--- src/rtl/core/mctu_pkg.sv ---
// ----------------------------------------------------------------------------
// mctu_pkg
// Shared types and constants of the multichannel compare timer unit:
// transaction structs, request codes, controller states and command bundle.
// ----------------------------------------------------------------------------
package mctu_pkg;

    localparam int unsigned REQ_BITS     = 2;
    localparam int unsigned CH_BITS      = 3;
    localparam int unsigned DUR_BITS     = 16;
    localparam int unsigned MASK_BITS    = 7;
    localparam int unsigned CNT_OUT_BITS = 16;

    localparam logic [REQ_BITS-1:0] REQ_TICK  = 2'd0;
    localparam logic [REQ_BITS-1:0] REQ_START = 2'd1;
    localparam logic [REQ_BITS-1:0] REQ_STOP  = 2'd2;

    typedef struct packed {
        logic [REQ_BITS-1:0] req_type;
        logic [CH_BITS-1:0]  channel;
        logic [DUR_BITS-1:0] duration;
        logic                periodic;
    } t_req;

    typedef struct packed {
        logic [MASK_BITS-1:0]    fired_mask;
        logic [MASK_BITS-1:0]    active_mask;
        logic [CNT_OUT_BITS-1:0] current_count;
    } t_rsp;

    typedef enum logic [1:0] {
        S_IDLE,
        S_EXEC,
        S_RESP
    } t_state;

    typedef struct packed {
        logic load;
        logic exec;
    } t_cmd;

endpackage

--- src/rtl/core/mctu_ctrl.sv ---
// ----------------------------------------------------------------------------
// mctu_ctrl
// Controller of the compare timer: captures a request, runs the execute
// state in the datapath and strobes the result for one cycle.
// ----------------------------------------------------------------------------
module mctu_ctrl (
    input  logic          i_clk,
    input  logic          i_rst_n,
    input  logic          start,
    output logic          busy,
    output logic          o_valid,
    output mctu_pkg::t_cmd o_cmd
);
    import mctu_pkg::*;

    t_state r_state;
    t_state n_state;

    always_ff @(posedge i_clk) begin
        if (!i_rst_n) begin
            r_state <= S_IDLE;
        end else begin
            r_state <= n_state;
        end
    end

    always_comb begin
        n_state = r_state;
        case (r_state)
            S_IDLE: begin
                if (start) begin
                    n_state = S_EXEC;
                end
            end
            S_EXEC: begin
                n_state = S_RESP;
            end
            S_RESP: begin
                if (start) begin
                    n_state = S_EXEC;
                end else begin
                    n_state = S_IDLE;
                end
            end
            default: begin
                n_state = S_IDLE;
            end
        endcase
    end

    always_comb begin
        busy       = (r_state == S_EXEC);
        o_valid    = (r_state == S_RESP);
        o_cmd.exec = (r_state == S_EXEC);
        o_cmd.load = start && (r_state != S_EXEC);
    end

endmodule

--- src/rtl/core/mctu_dpath.sv ---
// ----------------------------------------------------------------------------
// mctu_dpath
// Datapath of the compare timer: tick-driven counter, per-channel compare,
// period, mode and enable registers, and the result registers.
// ----------------------------------------------------------------------------
module mctu_dpath #(
    parameter int unsigned CHANNELS   = 7,
    parameter int unsigned COUNT_BITS = 16
) (
    input  logic           i_clk,
    input  logic           i_rst_n,
    input  mctu_pkg::t_cmd i_cmd,
    input  mctu_pkg::t_req i_req,
    output mctu_pkg::t_rsp o_rsp
);
    import mctu_pkg::*;

    t_req                  r_req;
    logic [COUNT_BITS-1:0] r_count;
    logic [COUNT_BITS-1:0] r_cmp [CHANNELS];
    logic [COUNT_BITS-1:0] r_per [CHANNELS];
    logic [CHANNELS-1:0]   r_mode;
    logic [CHANNELS-1:0]   r_en;
    logic [CHANNELS-1:0]   r_fired;

    logic [COUNT_BITS-1:0] n_count;
    logic [COUNT_BITS-1:0] n_cmp [CHANNELS];
    logic [COUNT_BITS-1:0] n_per [CHANNELS];
    logic [CHANNELS-1:0]   n_mode;
    logic [CHANNELS-1:0]   n_en;
    logic [CHANNELS-1:0]   n_fired;

    logic [COUNT_BITS-1:0] w_inc;
    logic [COUNT_BITS-1:0] w_dur;

    assign w_inc = COUNT_BITS'(r_count + 1'b1);
    assign w_dur = COUNT_BITS'(r_req.duration);

    always_ff @(posedge i_clk) begin
        if (i_cmd.load) begin
            r_req <= i_req;
        end
    end

    always_comb begin
        n_count = r_count;
        n_cmp   = r_cmp;
        n_per   = r_per;
        n_mode  = r_mode;
        n_en    = r_en;
        n_fired = '0;
        case (r_req.req_type)
            REQ_TICK: begin
                n_count = w_inc;
                for (int i = 0; i < CHANNELS; i++) begin
                    if (r_en[i] && (r_cmp[i] == w_inc)) begin
                        n_fired[i] = 1'b1;
                        if (r_mode[i]) begin
                            n_cmp[i] = COUNT_BITS'(r_cmp[i] + r_per[i]);
                        end else begin
                            n_en[i]  = 1'b0;
                            n_cmp[i] = '0;
                        end
                    end
                end
            end
            REQ_START: begin
                for (int i = 0; i < CHANNELS; i++) begin
                    if (int'(r_req.channel) == i) begin
                        n_per[i]  = w_dur;
                        n_mode[i] = r_req.periodic;
                        n_cmp[i]  = COUNT_BITS'(r_count + w_dur);
                        n_en[i]   = 1'b1;
                    end
                end
            end
            REQ_STOP: begin
                for (int i = 0; i < CHANNELS; i++) begin
                    if (int'(r_req.channel) == i) begin
                        n_per[i] = '0;
                        n_cmp[i] = '0;
                        n_en[i]  = 1'b0;
                    end
                end
            end
            default: begin
                n_fired = '0;
            end
        endcase
    end

    always_ff @(posedge i_clk) begin
        if (!i_rst_n) begin
            r_count <= '0;
            r_mode  <= '0;
            r_en    <= '0;
            r_fired <= '0;
            for (int i = 0; i < CHANNELS; i++) begin
                r_cmp[i] <= '0;
                r_per[i] <= '0;
            end
        end else if (i_cmd.exec) begin
            r_count <= n_count;
            r_cmp   <= n_cmp;
            r_per   <= n_per;
            r_mode  <= n_mode;
            r_en    <= n_en;
            r_fired <= n_fired;
        end
    end

    assign o_rsp.fired_mask    = MASK_BITS'(r_fired);
    assign o_rsp.active_mask   = MASK_BITS'(r_en);
    assign o_rsp.current_count = CNT_OUT_BITS'(r_count);

    // only channels enabled before the step may fire
    a_fired_was_enabled: assert property (@(posedge i_clk) disable iff (!i_rst_n)
        i_cmd.exec |=> ((r_fired & ~$past(r_en)) == '0))
        else $error("channel fired while disabled");

    // start, stop and unused codes report no expiry
    a_no_fire_off_tick: assert property (@(posedge i_clk) disable iff (!i_rst_n)
        (i_cmd.exec && (r_req.req_type != REQ_TICK)) |=> (r_fired == '0))
        else $error("fired mask set on non-tick transaction");

    // counter holds outside tick transactions
    a_count_holds: assert property (@(posedge i_clk) disable iff (!i_rst_n)
        (i_cmd.exec && (r_req.req_type != REQ_TICK)) |=> $stable(r_count))
        else $error("counter moved on non-tick transaction");

    // tick advances the counter by one
    a_count_steps: assert property (@(posedge i_clk) disable iff (!i_rst_n)
        (i_cmd.exec && (r_req.req_type == REQ_TICK))
            |=> (r_count == COUNT_BITS'($past(r_count) + 1'b1)))
        else $error("counter did not advance on tick");

endmodule

--- src/rtl/core/multichannel_compare_timer_unit.sv ---
// ----------------------------------------------------------------------------
// multichannel_compare_timer_unit
// Tick-driven counter shared by compare channels with one-shot and periodic
// expiry; start, stop and tick requests, one result per transaction.
// Result strobed on o_valid once execute has updated the result registers.
// A new request is taken while a result is strobed, not during execute.
// busy is high only in the execute cycle; the receiver cannot stall results.
// Synchronous active-low reset clears the counter and all channel state.
// ----------------------------------------------------------------------------
module multichannel_compare_timer_unit #(
    parameter int unsigned CHANNELS   = 7,
    parameter int unsigned COUNT_BITS = 16
) (
    input  logic           i_clk,
    input  logic           i_rst_n,
    input  logic           start,
    output logic           busy,
    input  mctu_pkg::t_req i_req,
    output logic           o_valid,
    output mctu_pkg::t_rsp o_rsp
);
    import mctu_pkg::*;

    t_cmd w_cmd;

    mctu_ctrl u_ctrl (
        .i_clk   (i_clk),
        .i_rst_n (i_rst_n),
        .start   (start),
        .busy    (busy),
        .o_valid (o_valid),
        .o_cmd   (w_cmd)
    );

    mctu_dpath #(
        .CHANNELS   (CHANNELS),
        .COUNT_BITS (COUNT_BITS)
    ) u_dpath (
        .i_clk   (i_clk),
        .i_rst_n (i_rst_n),
        .i_cmd   (w_cmd),
        .i_req   (i_req),
        .o_rsp   (o_rsp)
    );

endmodule

--- config.mk ---
export PLATFORM = sky130hd
export DESIGN_NAME = multichannel_compare_timer_unit
export DESIGN_NICKNAME = d
export VERILOG_FILES = /design/src/rtl/core/mctu_pkg.sv /design/src/rtl/core/mctu_ctrl.sv /design/src/rtl/core/mctu_dpath.sv /design/src/rtl/core/multichannel_compare_timer_unit.sv
export SDC_FILE = /design/constraint.sdc
export NUM_CORES = 1
export LEC_CHECK = 0
export BUFFER_PORTS_ARGS = -buffer_cell sky130_fd_sc_hd__clkbuf_2
export CORE_UTILIZATION = 50
export DETAILED_ROUTE_END_ITERATION = 16
export HOLD_SLACK_MARGIN = 0.12
export PLACE_DENSITY = 0.78
export SLEW_MARGIN = 40
export SYNTH_ARGS = -nofsm -noshare
export SYNTH_HDL_FRONTEND = slang
export SYNTH_SLANG_ARGS = --single-unit
export TNS_END_PERCENT = 100
--- constraint.sdc ---
create_clock -name i_clk -period 8.03 [get_ports i_clk]
set_clock_uncertainty 0.15 [all_clocks]
set_input_delay 1.606 -clock i_clk [delete_from_list [all_inputs] [get_ports i_clk]]
set_output_delay 1.606 -clock i_clk [all_outputs]
set_load 0.005 [all_outputs]
After elaboration in Yosys (flattened, before gate mapping)
Cells that the tools add are included.
W data, S select, Z words.

operators by class
  $add $sub $neg = 9
  eq/ne operators = 47
  multiplexer cells = 77
  reductions and logical operators = 42

operators by type and width
  cell                     number
  $mux W16                 35
  $pmux W112 S3            1
  $pmux W112 S2            1
  $add A16 B16 Y16         8
  $eq A16 B16 Y1           7
  $ne A2 B1 Y1 const B     22
  $reduce_and A6 Y1        7
  $mux W1                  36
  $reduce_and A5 Y1        7
  $reduce_and A4 Y1        7
  $pmux W7 S3              1
  $reduce_and A3 Y1        7
  $add A16 B1 Y16 const B  1
  $ne A2 B2 Y1 const B     8
  $eq A3 B3 Y1 const B     4
  $logic_and A1 B1 Y1      8
  $mux W7                  1
  $eq A3 B2 Y1 const B     2
  $pmux W2 S3              1
  $eq A2 B1 Y1 const B     2
  $eq A2 B2 Y1 const B     2
  $logic_not A2 Y1         2
  $logic_not A3 Y1         1
  $reduce_bool A3 Y1       1
  3 further kinds          3

word-level totals
  register bits = 285
  input bits = 25
  logic and storage cells = 210

Depth between registers and ports, before layout
Gate-level depths: netlist of run 1.

  depth after elaboration = 5
  mapped depth = 13
  gate-level depth less buffers = 11

Hierarchy
From an unflattened synthesis of run 1, not the netlist that was laid out.

second synthesis, totals
  cell total of the unflattened synthesis = 2297
  area, all modules = 19314.8 um2

modules (own cells, without submodules)
  module      instances  cells each  area an instance (um2)  seq. area each (um2)
  mctu_dpath  1          2288        19227.2                 5885.6
  mctu_ctrl   1          9           87.6                    40.0

Worst setup path after synthesis of run 1
No wires, ideal clock.

  path kind = reg-to-reg
  start point = register u_dpath.r_count[1]
  end point = register u_dpath.r_cmp[79] (netlist bit)
  arrival time = 3438 ps
  data required time = 7794 ps
  path slack = 4356 ps
  cell stages (with the launch flop) = 13
  cell sequence = dfxtp_1 ha_1 buf_2 nand2_2 nor3_1 xnor2_1 xnor2_1 or4_1 or4_4 a21oi_4 buf_4 nor2_1 a211oi_1

between the ends
  cells in the longest elaborated chain, start to end = 5

RTL lines
  element                             RTL line           text
  start: declaration                  mctu_dpath.sv:19   logic [COUNT_BITS-1:0] r_count;
  start signal: assignment            mctu_dpath.sv:103  r_count <= n_count;
  $add A16 B1 Y16                     mctu_dpath.sv:36   assign w_inc = COUNT_BITS'(r_count + 1'b1);
  $eq A16 B16 Y1                      mctu_dpath.sv:56   if (r_en[i] && (r_cmp[i] == w_inc)) begin
  $logic_and A1 B1 Y1                 mctu_dpath.sv:56
  $ne A2 B1 Y1 (no source line)       --
  $reduce_and A5 Y1 (no source line)  --
  end signal: assignment              mctu_dpath.sv:104  r_cmp <= n_cmp;
  end: declaration                    mctu_dpath.sv:20   logic [COUNT_BITS-1:0] r_cmp [CHANNELS];

Several ways; a longest one is shown, not always the timed one. The select of a mux whose other input is x is not followed.
A chain may end at the register's enable or synchronous reset.

Worst setup path after layout of run 1
  start point = register u_dpath.r_count[0]
  end point = register u_dpath.r_cmp[71] (netlist bit)

The elaborated chain is that of the path after synthesis.

==> impl_metrics.csv, run 1 <==
group,metric,value,unit
outcome,status,"finished clean",
setup_path,path_buf_inv,0,
clock_network,cts_buffers,34,
yosys,ys_ff_latch,285,
setup_path,critical_path.max_fanout,26,
pwr,ir_drop,0.000192,V
pwr,power_leakage,7.91,nW
die,initial_utilization,50.6,%
pwr,seqPwrFrac,44.1,%
setup_path,r2r-end,"u_dpath.r_cmp[71]",
route,drtIter0Drc,2140,
clock_network,cts_buffer_depth,3,
yosys,yosys.area.top_type_share,28.5,%
final_layout,n_fill_cell,3232,
pwr,p_int,0.00254,W
setup_path,end_kind,"flip-flop",
clock_network,cts_resized,0,
route,wire_per_inst,25.5,um
setup_path,r2r_start,"u_dpath.r_count[0]",
route,drcViolationCount,0,
pwr,p_sw_share,26.7,%
clock_network,cts_num_sinks,285,
setup_path,cp.required,8290,ps
yosys,synth_ff_type,"dfxtp_1",
yosys,ys_seq_area_share,32.1,%
yosys,syn-num-nets,2348,
clock_network,insertion_delay,530,ps
die,dieArea,37700,sq um
clock_network,clk_pin_slew_worst_paths,60,ps
yosys,synth_most_common_cell,"nor2_1",
setup_path,path_delay_family,"simple AND/OR/NAND/NOR gates",
global_route,antenna_found_initial,2,
placement,globalplace.congestion,1.06,
route,vias,17900,
min_path,holdPathStages,1,
yosys,synthTopCellsByCount,"317 x nor2_1, 263 x dfxtp_1, 176 x a21oi_1",
route,dr.pass1.iters,6,
yosys,synth_top_area_cell,"dfxtp_1",
yosys,synth-xor-area-share,12.4,%
route,viasPerCell,6.69,
min_path,hold_start,"u_ctrl.r_state[0]",
final_layout,syn2layout_area_growth,10.3,%
die,pin_count,57,
pwr,p_sw,0.000923,W
die,die_w,194,um
placement,portBuffers,56,
final_layout,multi_input_area,12100,sq um
timing,tns,0,ps
timing,max_freq,200,MHz
yosys,synth-adder-area-share,9.33,%
yosys,synth-compound-area-share,24.7,%
clock_network,cts_tree,"done",
setup_path,critPathLaunchType,"flip-flop",
min_path,min_path_type,"reg2reg",
pwr,p_clk_share,45.8,%
setup_path,ff2ff_setup_slack,3020,ps
die,rows,70,
timing,finalHoldViolCount,0,
yosys,synth_edf_count,22,
min_path,hold_end,"u_ctrl.r_state[0]",
die,chipHeight,194,um
yosys,syn_inst,2190,
yosys,synth_mux_area_share,0.656,%
setup_path,rr_worst_depth,10,
yosys,synth_top_family_by_area,"compound AO/OA/AOI/OAI gates",
timing,maxSlewViolCount,0,
clock_network,cts_setup_buffers,0,
timing,setup_viol,0,
global_route,grt_pass1_wl,101,mm
flow_run,drv_cap,0,
setup_path,critPathArrivalTime,5270,ps
yosys,synth-async-reset-ratio,0,%
global_route,grt_overflow,0,
setup_path,cp_slowest_cell,"dfxtp_1",
yosys,netlist_top_cells_area,"dfxtp_1 28%, ha_1 8.5%, nor2_1 6.4%, xnor2_1 5.6%, a21oi_1 4.8%",
setup_path,cp.depth,10,
timing,rsz0062_at_grt,"false",
timing,max-slew-margin-rel,33.1,%
timing,post-route-period-util,62.4,%
clock_network,cts_root_buf,"clkbuf_16",
clock_network,htreeDepth,2,
route,totalWireLength,68.1,mm
pwr,combPwrFrac,10.1,%
pwr,power-per-cell-area,170,nW/um^2
route,ant_nets,0,
yosys,ys_types,77,
global_route,grt_pass1_vias,16800,
clock_network,cts_hold_buf,0,
global_route,grt_max_degree,131,
yosys,yosysWarnings,0,
yosys,syn_area_per_cell,8.44,sq um
timing,max_slew.worst_pin.slew,1000,ps
setup_path,path_class,"reg2reg",
global_route,grt_usage,35.4,%
timing,min_period,5010,ps
final_layout,regArea,5930,sq um
setup_path,cp_cell_sequence,"ha_1 -> nand2_2 -> nor3_1 -> xnor2_2 -> xnor2_1 -> or4_1 -> or4_4 -> a21oi_4 -> nor2_1 -> a311oi_1",
yosys,yosys.area_share.simple,17.1,%
final_layout,nets,2338,
final_layout,drive_gt1_share,8.95,%
placement,dpl.hpwl,46.3,mm
yosys,netlist_area,18500,sq um
setup_path,slowest_delay,850,ps
pwr,power.total,0.00346,W
die,coreArea,36500,sq um
[layout by cell type, fill, tap and decap left out, types with 41 or more instances in the layout]
| cell | synthesis | routed |
|---|---|---|
| nor2_1 | 317 | 311 |
| dfxtp_1 | 263 | 263 |
| a21oi_1 | 176 | 172 |
| nand2_1 | 129 | 129 |
| ha_1 | 125 | 123 |
| xnor2_1 | 118 | 116 |
| a22oi_1 | 114 | 114 |
| o21ai_0 | 92 | 92 |
| xor2_1 | 70 | 70 |
| a211oi_1 | 66 | 66 |
| clkbuf_2 | 0 | 56 |
| inv_1 | 42 | 41 |
[cell families (layout without fill, tap and decap cells)]
group	count (synthesis)	after routing
fa+ha+maj	133	133
buf+inv	175	187
other cells	0	1
compound gates	682	682
flops	285	285
simple gates	686	686
mux	12	12
xor+xnor	217	217
[state kept, by name, summed over array words and instances, names as in the netlist]
| register | cells |
|---|---|
| u_ctrl.r_state | 2 |
| u_dpath.r_cmp | 112 |
| u_dpath.r_count | 16 |
| u_dpath.r_en | 7 |
| u_dpath.r_fired | 7 |
| u_dpath.r_mode | 7 |
| u_dpath.r_per | 112 |
| u_dpath.r_req | 6 |
| u_dpath.w_dur | 16 |
[worst max-delay path by stage]
stage,slack (ps),endpoint,start
3_3_place_gp,3110,u_dpath.r_cmp[15],u_dpath.r_count[3]
6_report,3020,u_dpath.r_cmp[71],u_dpath.r_count[0]
4_1_cts,3040,u_dpath.r_cmp[71],u_dpath.r_count[0]
2_1_floorplan,4360,u_dpath.r_cmp[79],u_dpath.r_count[1]
3_5_place_dp,3130,u_dpath.r_cmp[67],u_dpath.r_count[0]
5_1_grt,2740,u_dpath.r_cmp[71],u_dpath.r_count[0]
[through the flow]
step	worst slack [ps]	hold WS (ps)	instances	util (%)	area [sq um]
2_1_floorplan	4360	262	2190	-	18500
3_3_place_gp	3110	273	2610	52.3	19100
3_5_place_dp	3130	292	2612	52.7	19300
4_1_cts	3040	300	2670	55.8	20400
5_1_grt	2740	356	2670	55.8	20400
6_report	3020	316	2671	55.8	20400
[area by class of cell]
cell class                 count  area share [%]
timing repair buffer          85            2.42
multi-input combinational   1730            59.3
sequential                   285            29.1
inverter                      44           0.847
clock buffer                  49            5.02
clock inverter                 9           0.485
tap                          468            2.87
antenna                        1          0.0123
[power groups by stage]
stage | Sequential, W | Combinational (W) | Clock (W)
6_report | 0.00153 | 0.000350 | 0.00159
5_1_grt | 0.00153 | 0.000370 | 0.00164
4_1_cts | 0.00152 | 0.000337 | 0.00159
3_5_place_dp | 0.00155 | 0.000335 | 0
3_3_place_gp | 0.00155 | 0.000318 | 0
2_1_floorplan | 0.00153 | 0.000221 | 0
[layer usage]
layer	wire, um	track usage (%)
met1	26700	45.6
met5	13	0
met2	28100	52.5
met4	5010	22.9
met3	8260	9.23
[worst reg2reg max path, cell delays in order (launching register included)]
cell      delay, ps
dfxtp_1         850
ha_1            520
nand2_2         160
nor3_1          650
xnor2_2         390
xnor2_1         220
or4_1           530
or4_4           480
a21oi_4         560
nor2_1           90
a311oi_1        290
Power figures use the tool's default switching activity.
==> run 2, diff against run 1 <==
--- a/config.mk
+++ b/config.mk
@@ -5,11 +5,12 @@
 export SDC_FILE = /design/constraint.sdc
 export NUM_CORES = 1
 export LEC_CHECK = 0
+export ABC_AREA = 1
 export BUFFER_PORTS_ARGS = -buffer_cell sky130_fd_sc_hd__clkbuf_2
 export CORE_UTILIZATION = 50
 export DETAILED_ROUTE_END_ITERATION = 16
 export HOLD_SLACK_MARGIN = 0.12
-export PLACE_DENSITY = 0.78
+export PLACE_DENSITY = 0.81
 export SLEW_MARGIN = 40
 export SYNTH_ARGS = -nofsm -noshare
 export SYNTH_HDL_FRONTEND = slang
==> constraint.sdc (replaced) <==
create_clock -name i_clk -period 4.55 [get_ports i_clk]
set_clock_uncertainty 0.15 [all_clocks]
set_input_delay 0.91 -clock i_clk [delete_from_list [all_inputs] [get_ports i_clk]]
set_output_delay 0.91 -clock i_clk [all_outputs]
set_load 0.005 [all_outputs]
==> run 2 against run 1 <==
Net effect: combinational power is 130% higher; critical path type unchanged; sequential power up 76%; total power is 86% higher.
==> impl_metrics.csv, run 2 <==
group,metric,value,unit
timing,max_freq,256,MHz
route,drcViolationCount,0,
die,chipHeight,200,um
yosys,ys_ff_latch,285,
clock_network,cts_resized,0,
final_layout,regArea,5930,sq um
route,viasPerCell,5.83,
setup_path,critPathLaunchType,"flip-flop",
outcome,status,"finished clean",
route,wire_per_inst,20.3,um
global_route,grt_overflow,0,
timing,max-slew-margin-rel,33.6,%
yosys,synth_ff_type,"dfxtp_1",
yosys,syn_area_per_cell,6.33,sq um
clock_network,cts_buffer_depth,3,
yosys,yosys.area.top_type_share,26.9,%
final_layout,drive_gt1_share,7.72,%
yosys,synthTopCellsByCount,"965 x nand2_1, 385 x nor2_1, 328 x a21oi_1",
placement,globalplace.congestion,1.07,
yosys,synth_edf_count,22,
pwr,power.total,0.00644,W
clock_network,cts_hold_buf,0,
pwr,power-per-cell-area,297,nW/um^2
pwr,power_leakage,10.5,nW
die,dieArea,40000,sq um
pwr,ir_drop,0.000381,V
setup_path,critical_path.max_fanout,30,
setup_path,critPathArrivalTime,4230,ps
yosys,yosysWarnings,0,
yosys,netlist_area,19600,sq um
die,rows,72,
route,totalWireLength,74.9,mm
die,initial_utilization,50.7,%
yosys,synth_most_common_cell,"nand2_1",
route,vias,21500,
placement,portBuffers,56,
global_route,grt_pass1_wl,112,mm
yosys,ys_types,41,
min_path,min_path_type,"reg2reg",
yosys,synth_top_area_cell,"dfxtp_1",
final_layout,layout_commonest_cell,"nand2_1",
setup_path,end_kind,"flip-flop",
final_layout,n_fill_cell,3688,
clock_network,cts_tree,"done",
yosys,synth-async-reset-ratio,0,%
route,ant_nets,0,
die,die_w,200,um
placement,dpl.hpwl,52.0,mm
final_layout,utilization,56.1,%
clock_network,cts_setup_buffers,0,
clock_network,cts_num_sinks,285,
timing,max_slew.worst_pin.slew,990,ps
timing,tns,0,ps
clock_network,insertion_delay,560,ps
timing,post-route-period-util,85.8,%
final_layout,nets,3305,
timing,min_period,3900,ps
final_layout,largestRegisters,"u_dpath.r_cmp: 112 flops, u_dpath.r_per: 112 flops",
clock_network,cts_buffers,35,
global_route,grt_usage,37.5,%
final_layout,multi_input_area,12200,sq um
yosys,syn-num-nets,3255,
timing,hold_ws,315,ps
die,pin_count,57,
timing,rsz0062_at_grt,"false",
final_layout,layout_common_cells,"965 x nand2_1, 372 x nor2_1, 328 x a21oi_1",
placement,dp_slack,802,ps
route,drtIter0Drc,2569,
setup_path,cp.required,4880,ps
setup_path,path_class,"reg2reg",
die,coreArea,38600,sq um
timing,setup_viol,0,
yosys,netlist_top_cells_area,"dfxtp_1 27%, nand2_1 18%, a21oi_1 8.4%, ha_1 8.0%, nor2_1 7.4%",
yosys,ys_seq_area_share,30.3,%
timing,maxSlewViolCount,0,
final_layout,syn2layout_area_growth,10.7,%
final_layout,diodes,0,
timing,finalHoldViolCount,0,
clock_network,cts_root_buf,"clkbuf_16",
yosys,syn_inst,3097,
global_route,grt_max_degree,77,
clock_network,clk_pin_slew_worst_paths,60,ps
timing,timing.final.ws_setup,648,ps
route,dr.pass1.iters,6,
global_route,grt_pass1_vias,19100,
clock_network,htreeDepth,2,
global_route,antenna_found_initial,5,
flow_run,drv_cap,0,
[run 2: cell count changes in the layout (fill, tap and decap cells not counted), sizes merged, moves of 60 or more]
cell,previous run,this run
nor2,319,401
nand3,34,176
inv,44,314
xnor2,119,11
a22oi,114,0
a211oi,66,6
a21oi,180,328
o21ai,101,197
nand2,130,1000
[run 2: kinds of logic (layout without fill, tap and decap cells)]
logic type               count (synthesis)  count (layout)  share of synthesized area, %
AO/OA/AOI/OAI                          588             588                          15.9
XOR/XNOR                                42              42                          1.88
AND/OR/NAND/NOR                       1657            1657                          35.0
adder cells (fa/ha/maj)                133             133                          8.80
flip-flops                             285             285                          30.3
buffers and inverters                  392             467                          8.22
[run 2: worst paths after layout]
check	slack (ps)	startpoint	end	cells past startpoint
hold / removal	320	u_dpath.r_fired[3]	u_dpath.r_fired[3]	2
setup reg to reg	650	u_dpath.r_count[0]	u_dpath.r_cmp[107]	15
hold reg to reg	320	u_dpath.r_fired[3]	u_dpath.r_fired[3]	2
setup / recovery	650	u_dpath.r_count[0]	u_dpath.r_cmp[107]	15
[run 2: cell type report]
| class | count | share of cell area, % |
|---|---|---|
| Multi-Input combinational cell | 2420 | 56.2 |
| Sequential cell | 285 | 27.3 |
| Inverter | 315 | 5.48 |
| Clock buffer | 45 | 4.55 |
| Tap cell | 518 | 2.99 |
| Timing Repair Buffer | 90 | 2.48 |
| Clock inverter | 17 | 0.935 |
[run 2: layer usage]
layer | vias up | part of all wire (%) | track usage (%)
li1 | 10200 | - | -
met1 | 9739 | 39 | 49.7
met2 | 1336 | 41 | 55.6
met3 | 261 | 13 | 9.01
met4 | 2 | 6.1 | 21.3
met5 | - | 0.013 | 0
[run 2: worst max-delay path: stages (launching register included)]
cell and delay (ps):
dfxtp_1 860, ha_1 350, nand2_2 160, nor2_4 250, nand4_2 340, nand2_4 330
nand2_1 70, nand2_1 70, nand3_1 70, nor2_1 130, nand2_1 80, nand2_2 100
nand3_2 470, nand2_1 210, nand2_1 80, nor2_1 120
[run 2: power breakdown]
group	internal, W	switching (W)	leakage, nW
registers	0.00260	0.000100	2.34
logic	0.000219	0.000585	7.55
clock network	0.00176	0.00117	0.571
[run 2: per-stage QoR]
stage               instance area [sq um]  cells
floorplan                           19600   3097
global placement                    20400   3628
detailed placement                  20500   3628
CTS                                 21700   3690
global route                        21700   3690
finish                              21700   3690
